<file path="src/hdl/rlm_pkg.sv">
`timescale 1ns / 1ps

package rlm_pkg;

    // Field widths
    localparam int LEN_W  = 10;
    localparam int BYTE_W = 8;
    localparam int OP_W   = 2;
    localparam int ST_W   = 3;

    // Default ring size and register reset value
    localparam int              RING_BYTES_DEF = 1024;
    localparam logic [LEN_W-1:0] MAX_LEN_RST   = 10'd1021;
    localparam logic [1:0]       HDR_BYTES     = 2'd2;

    // Operation codes
    localparam logic [OP_W-1:0] OP_START = 2'd0;
    localparam logic [OP_W-1:0] OP_WRITE = 2'd1;
    localparam logic [OP_W-1:0] OP_READ  = 2'd2;

    // Status codes
    localparam logic [ST_W-1:0] ST_OK       = 3'd0;
    localparam logic [ST_W-1:0] ST_FULL     = 3'd1;
    localparam logic [ST_W-1:0] ST_EMPTY    = 3'd2;
    localparam logic [ST_W-1:0] ST_CORRUPT  = 3'd3;
    localparam logic [ST_W-1:0] ST_TOO_LONG = 3'd4;
    localparam logic [ST_W-1:0] ST_OOS      = 3'd5;

    // One result beat
    typedef struct packed {
        logic [ST_W-1:0]   status;
        logic [BYTE_W-1:0] rd_byte;
        logic              last;
    } t_result;

endpackage

</file>
<file path="src/hdl/rlm_out_reg.sv">
`timescale 1ns / 1ps

module rlm_out_reg import rlm_pkg::*; (
    input  logic              i_clk,
    input  logic              i_rst_n,
    input  logic              i_res_valid,
    output logic              o_res_ready,
    input  t_result           i_res,
    output logic              o_valid,
    input  logic              i_ready,
    output logic [ST_W-1:0]   o_status,
    output logic [BYTE_W-1:0] o_read_byte,
    output logic              o_last_of_message
);

    logic    r_valid;
    t_result r_res;

    // slot frees when empty or being taken this cycle
    assign o_res_ready = !r_valid || i_ready;

    always_ff @(posedge i_clk) begin
        if (!i_rst_n) begin
            r_valid <= 1'b0;
        end else if (o_res_ready) begin
            r_valid <= i_res_valid;
        end
    end

    always_ff @(posedge i_clk) begin
        if (i_res_valid && o_res_ready) begin
            r_res <= i_res;
        end
    end

    assign o_valid           = r_valid;
    assign o_status          = r_res.status;
    assign o_read_byte       = r_res.rd_byte;
    assign o_last_of_message = r_res.last;

endmodule

</file>
<file path="config.mk">
export PLATFORM = sky130hd
export DESIGN_NAME = rlm_out_reg
export DESIGN_NICKNAME = d
export VERILOG_FILES = /design/src/hdl/rlm_pkg.sv /design/src/hdl/rlm_out_reg.sv
export SDC_FILE = /design/constraint.sdc
export NUM_CORES = 1
export LEC_CHECK = 0
export BUFFER_PORTS_ARGS = -buffer_cell sky130_fd_sc_hd__buf_2
export CAP_MARGIN = 10
export CORE_MARGIN = 10
export CORE_UTILIZATION = 30
export CTS_BUF_LIST = sky130_fd_sc_hd__clkbuf_2
export DETAILED_ROUTE_END_ITERATION = 8
export SKIP_CTS_REPAIR_TIMING = 1
export SYNTH_ARGS = -nofsm -noshare
export SYNTH_HDL_FRONTEND = slang
export SYNTH_SLANG_ARGS = --single-unit
</file>
<file path="constraint.sdc">
create_clock -name i_clk -period 2.5 [get_ports i_clk]
set_input_delay 0.5 -clock i_clk [delete_from_list [all_inputs] [get_ports i_clk]]
set_output_delay 0.5 -clock i_clk [all_outputs]
set_load 0.05 [all_outputs]
</file>
# After elaboration in Yosys (flattened, before gate mapping)

Cells that the tools add are included.
W data, S select, Z words.

Reduce and logical (&&, ||, !) cells: 3

Operator list:

| kind                | number |
|---|---|
| $logic_and A1 B1 Y1 | 1 |
| $logic_not A1 Y1    | 1 |
| $logic_or A1 B1 Y1  | 1 |

Flip-flop bits (word level): 13
Output and inout port bits: 14
Logic and storage cells: 7

# Depth between registers and ports, before layout

Gate-level depths: netlist of the first run.

Depth after elaboration: 3
Mapped depth: 2

# Worst setup path after synthesis of the first run

OpenSTA, ideal clock, no wires.

Path type: register to register
From: reg r_valid (netlist: o_valid)
To: reg r_res (netlist bit o_last_of_message), enable pin
Setup time: 0.254 ns
Arrival: 1.140 ns
Required time: 2.246 ns
Slack: 1.107 ns
Cell stages (with the launch flop): 3
Buffers on the path: 0
Clock period less this slack: 1.393 ns
Cell sequence: dfxtp_1 > nand2b_4 > and2_4

Cells in the longest elaborated chain, start to end: 3

Ends and longest elaborated chain:

| what                   | RTL line          | text |
|---|---|---|
| start, declared        | rlm_out_reg.sv:16 | `logic r_valid;` |
| start signal, assigned | rlm_out_reg.sv:26 | `r_valid <= i_res_valid;` |
| $logic_not A1 Y1       | rlm_out_reg.sv:20 | `assign o_res_ready = !r_valid \|\| i_ready;` |
| $logic_or A1 B1 Y1     | rlm_out_reg.sv:20 |  |
| named net o_res_ready  | rlm_out_reg.sv:7  | `output logic o_res_ready,` |
| $logic_and A1 B1 Y1    | rlm_out_reg.sv:31 | `if (i_res_valid && o_res_ready) begin` |
| end signal, assigned   | rlm_out_reg.sv:32 | `r_res <= i_res;` |
| end, declared          | rlm_out_reg.sv:17 | `t_result r_res;` |

The timed path passes the listed nets, and every way through them passes these cells.
A chain may end at the register's enable or synchronous reset.

# Final worst setup path of the first run

From: in i_ready
To: out o_res_ready

Cells in the longest elaborated chain, start to end: 1

Ends and longest elaborated chain:

| what               | RTL line          | text |
|---|---|---|
| start, declared    | rlm_out_reg.sv:10 | `input logic i_ready,` |
| $logic_or A1 B1 Y1 | rlm_out_reg.sv:20 |  |
| end, declared      | rlm_out_reg.sv:7  |  |

No other way between the ends.

==> results of run 1 <==
kinds of logic after synthesis:
logic type	after synthesis
DFF	13
and+or+nand+nor	2
buffers and inverters	1
AOI/OAI and AO/OA	1
sequential cells by signal, indices dropped and copies added, names as in the netlist:
signal             flops
o_read_byte            8
o_status               3
o_last_of_message      1
o_valid                1
critical path, stage by stage:
cell	delay, ns
buf_2	0.08
nand2b_4	0.12
buf_2	0.26
power by group:
part,internal [mW],switching [mW],leakage (nW),total (mW)
combinational,0.0202,0.0593,0.134,0.0795
sequential,0.252,0.00311,0.124,0.255
clock,0.0425,0.0622,0.0166,0.105
layout by cell type, fill, tap and decap left out:
master	count
buf_2	29
edfxtp_1	12
clkbuf_2	4
nand2b_4	1
inv_1	1
a21boi_2	1
and2_4	1
dfxtp_1	1
final cells by class:
cell class | count | area [sq um] | share of cell area [%]
clock buffer | 4 | 20.0 | 3.33
inverter | 1 | 3.75 | 0.624
timing repair buffer | 29 | 145 | 24.1
tap | 15 | 18.8 | 3.12
sequential | 13 | 380 | 63.2
multi-input combinational | 3 | 33.8 | 5.61
path summary, 6_finish.rpt:
| kind | cells past startpoint | to | startpoint | slack, ns |
|---|---|---|---|---|
| min | 1 | o_read_byte[1]$_DFFE_PP_ | i_res[2] | 0.41 |
| max | 3 | o_res_ready | i_ready | 1.04 |
| min reg2reg | 2 | o_valid$_SDFFE_PN0P_ | o_valid$_SDFFE_PN0P_ | 0.51 |
| max reg2reg | 2 | o_status[2]$_DFFE_PP_ | o_valid$_SDFFE_PN0P_ | 1.56 |
per-layer routing:
layer	vias up	GRT usage [%]	part of all wire, %
li1	128	-	-
met2	18	9.92	51
met1	107	4.70	36
met5	-	0	0
met3	0	3.76	13
met4	0	3.02	0
==> flow_summary.toml, run 1 <==
[logic_synthesis]
yosys.area_share.xor_xnor_pct = 0
async_flop_share_pct = 0
synth.top_cell.area_share_pct = 86.2
yosys.area_share.simple_pct = 5.39
synthFlopType = "edfxtp_1"
synth_compound_area_share_pct = 2.69
synth_mux_area_share_pct = 0
ys_seq_area_share_pct = 91.0
syn_inst = 17
synth_edf_count = 12
synth_top_family_by_area = "simple AND/OR/NAND/NOR gates"
syn-mean-instance-area_sq_um = 24.6
yosys_warnings = 0
netlist_area_sq_um = 418
synth.most_common_cell = "edfxtp_1"
synthAdderAreaFrac_pct = 0
synthTopCellsByArea = "edfxtp_1, dfxtp_1, nand2b_4"
synth.ff_latch_count = 13
ys_types = 6
synth_top_area_cell = "edfxtp_1"
syn_nets = 33

[grt]
grt-ovfl-total = 0
antenna_found_initial = 0
grt_pass1_wl_um = 1410
grt_max_degree = 13
grt_usage_pct = 5.66
grt_pass1_vias = 319

[sta]
finClkSkew_ns = 0.000986
min_period_ns = 1.46
finalSetupViolCount = 0
report.final.slew_viol_count = 0
worst_pin_slew_ns = 0.257
hold_viol = 0
setup_slack_ns = 1.04
fin_hold_ws_ns = 0.411
relSlewSlack_pct = 83.0
period_share_pct = 58.3
rsz0062_at_grt = "false"
setup-tns-final_ns = 0
max_freq_mhz = 686

[route]
detail-route-antenna-nets = 0
routedWlPerCell_um = 13.8
dr.first_iter.drc_count = 2
vias = 253
first_pass_iters = 3
drcViolationCount = 0
totalWireLength_um = 900
via_per_inst = 3.89

[clocking]
clkSinkCount = 13
clkTransAtPathRegs_ns = 0.12
cts.htree.levels = 1
clock_path_buffers = 2
cts_root_buf = "clkbuf_2"
insertion_delay_ns = 0.25
cts_tree = "done"
cts_made_buffers = 3

[job]
cap_violations = 0

[layout]
fin_nets = 67
area_growth_syn_to_layout_pct = 44.0
final.fill_count = 124
drive_gt1_share_pct = 72.0
utilization_pct = 46.3
diodes = 0
final_cell_count_no_fill = 65
final_cell_area_sq_um = 602

[floorplanning]
io_pins = 30
coreArea_sq_um = 1300
dieArea_sq_um = 3290
fp.dieW_um = 57.3
start_util_pct = 32.1
die_y_um = 57.3
rows = 13

[worst_setup_path]
critPathKind = "in2out"
worstPathArrival_ns = 0.96
startpoint_type = "input pin"
cp.required_ns = 2.00
critical_path.max_fanout = 3
end_kind = "primary output"

[placement]
pre_cts_ws_ns = 1.04
placed_area_sq_um = 582
dp.cells = 61
port_buffers = 29
gp_congestion = 0.554

[run_status]
outcome = "complete, no violations"

[pwr]
peakVddDrop_mv = 0.242
finalPower_uw = 439
powerDensity_nw_per_um2 = 730
p_leak_nw = 0.275

[min_path]
hold_path_class = "in2reg"
No activity file was read; power rests on OpenSTA's default activity.
==> run 2: changes to the inputs <==
- clock period: 2.5 -> 1.4 ns (I/O delays scaled with it)
==> run 2 against run 1 <==
Effect of this change: die area stayed put; setup slack worse by 0.86 ns; clock skew hardly changed; via count is 0.79% higher; register-to-register slack worse by 1.1 ns; first-iteration DRC count is 100% higher; flip-flop and latch count stayed put; highest routed layer unchanged.
==> flow_summary.toml, run 2 (same netlist as run 1, synthesis figures left out) <==
[placement]
placed_area_sq_um = 582
port_buffers = 29
gp_congestion = 0.576

[floorplanning]
fp.dieW_um = 57.3
dieArea_sq_um = 3290
io_pins = 30
die_y_um = 57.3
start_util_pct = 32.1
coreArea_sq_um = 1300
rows = 13

[worst_setup_path]
cp_cell_sequence = "nand2b_4 -> buf_2"
cpPeakStageDelay_ns = 0.35
startpoint_type = "flop"
cp_slowest_cell = "dfxtp_1"
critical_path.max_fanout = 3
crit_start = "o_valid$_SDFFE_PN0P_"
r2r_start = "o_valid$_SDFFE_PN0P_"
end_kind = "primary output"
worstPathArrival_ns = 0.94
critPathKind = "reg2out"
cp.required_ns = 1.12

[sta]
period_share_pct = 87.3
fin_hold_ws_ns = 0.188
report.final.slew_viol_count = 0
setup-tns-final_ns = 0
max_freq_mhz = 818
hold_viol = 0
relSlewSlack_pct = 83.0
worst_pin_slew_ns = 0.257
min_period_ns = 1.22
rsz0062_at_grt = "false"
finalSetupViolCount = 0
finClkSkew_ns = 0.000769

[layout]
drive_gt1_share_pct = 72.0
fin_nets = 67
largest_reg_flops = 8
layout_commonest_cell = "buf_2"
layout_common_cells = "buf_2, edfxtp_1, clkbuf_2"
area_growth_syn_to_layout_pct = 44.0
diodes = 0
final_cell_area_sq_um = 602

[clocking]
clkTransAtPathRegs_ns = 0.12
cts_tree = "done"
cts_made_buffers = 3
clock_path_buffers = 2
cts_root_buf = "clkbuf_2"
insertion_delay_ns = 0.26
clkSinkCount = 13
cts.htree.levels = 1

[run_status]
outcome = "complete, no violations"

[grt]
antenna_found_initial = 0
grt_usage_pct = 5.61
grt-ovfl-total = 0
grt_max_degree = 13
grt_pass1_vias = 325
grt_pass1_wl_um = 1440

[route]
drcViolationCount = 0
dr.first_iter.drc_count = 4
totalWireLength_um = 903
via_per_inst = 3.92
first_pass_iters = 3
routedWlPerCell_um = 13.9
detail-route-antenna-nets = 0
vias = 255

[min_path]
hold_start = "i_res[5]"
hold_path_class = "in2reg"

[pwr]
powerDensity_nw_per_um2 = 1310
peakVddDrop_mv = 0.409
p_leak_nw = 0.275

[job]
cap_violations = 0
==> run 2: metrics by stage <==
stage / cells / setup slack (ns) / util [%] / total power [mW]
2_1_floorplan: 17 / 0.00673 / - / 0.564
3_3_place_gp: 61 / 0.382 / 44.7 / 0.608
3_5_place_dp: 61 / 0.373 / 44.7 / 0.610
4_1_cts: 65 / 0.150 / 46.3 / 0.802
5_1_grt: 65 / 0.119 / 46.3 / 0.824
6_report: 65 / 0.178 / 46.3 / 0.786
==> run 2: path summary, 6_finish.rpt <==
check	cells after the start	slack, ns	end
max reg2reg	2	0.45	o_status[2]$_DFFE_PP_
max	2	0.18	o_res_ready
min reg2reg	2	0.51	o_valid$_SDFFE_PN0P_
min	1	0.19	o_read_byte[4]$_DFFE_PP_
==> run 2: final cells by class <==
| type | count | area [sq um] |
|---|---|---|
| Inverter | 1 | 3.75 |
| Clock buffer | 4 | 20.0 |
| Fill cell | 137 | 699 |
| Timing Repair Buffer | 29 | 145 |
| Tap cell | 15 | 18.8 |
| Sequential cell | 13 | 380 |
| Multi-Input combinational cell | 3 | 33.8 |
==> run 2: critical path: cells and delay by family (launching register included) <==
family	cells	cell delay, ns
buffers and inverters	1	0.26
AND/OR/NAND/NOR	1	0.08
flip-flops	1	0.35
==> run 2: per-layer routing <==
layer  up-vias  part of all wire, %  GRT usage (%)
met2        18                   49           9.46
met4         0                    0           3.02
met5         -                    0              0
met3         0                   14           3.98
met1       107                   38           4.83
li1        130                    -              -
==> run 2: where the power goes <==
part	switching, mW	leakage (nW)	internal [mW]
Sequential	0.00556	0.124	0.450
Combinational	0.106	0.134	0.0360
Clock	0.113	0.0166	0.0758
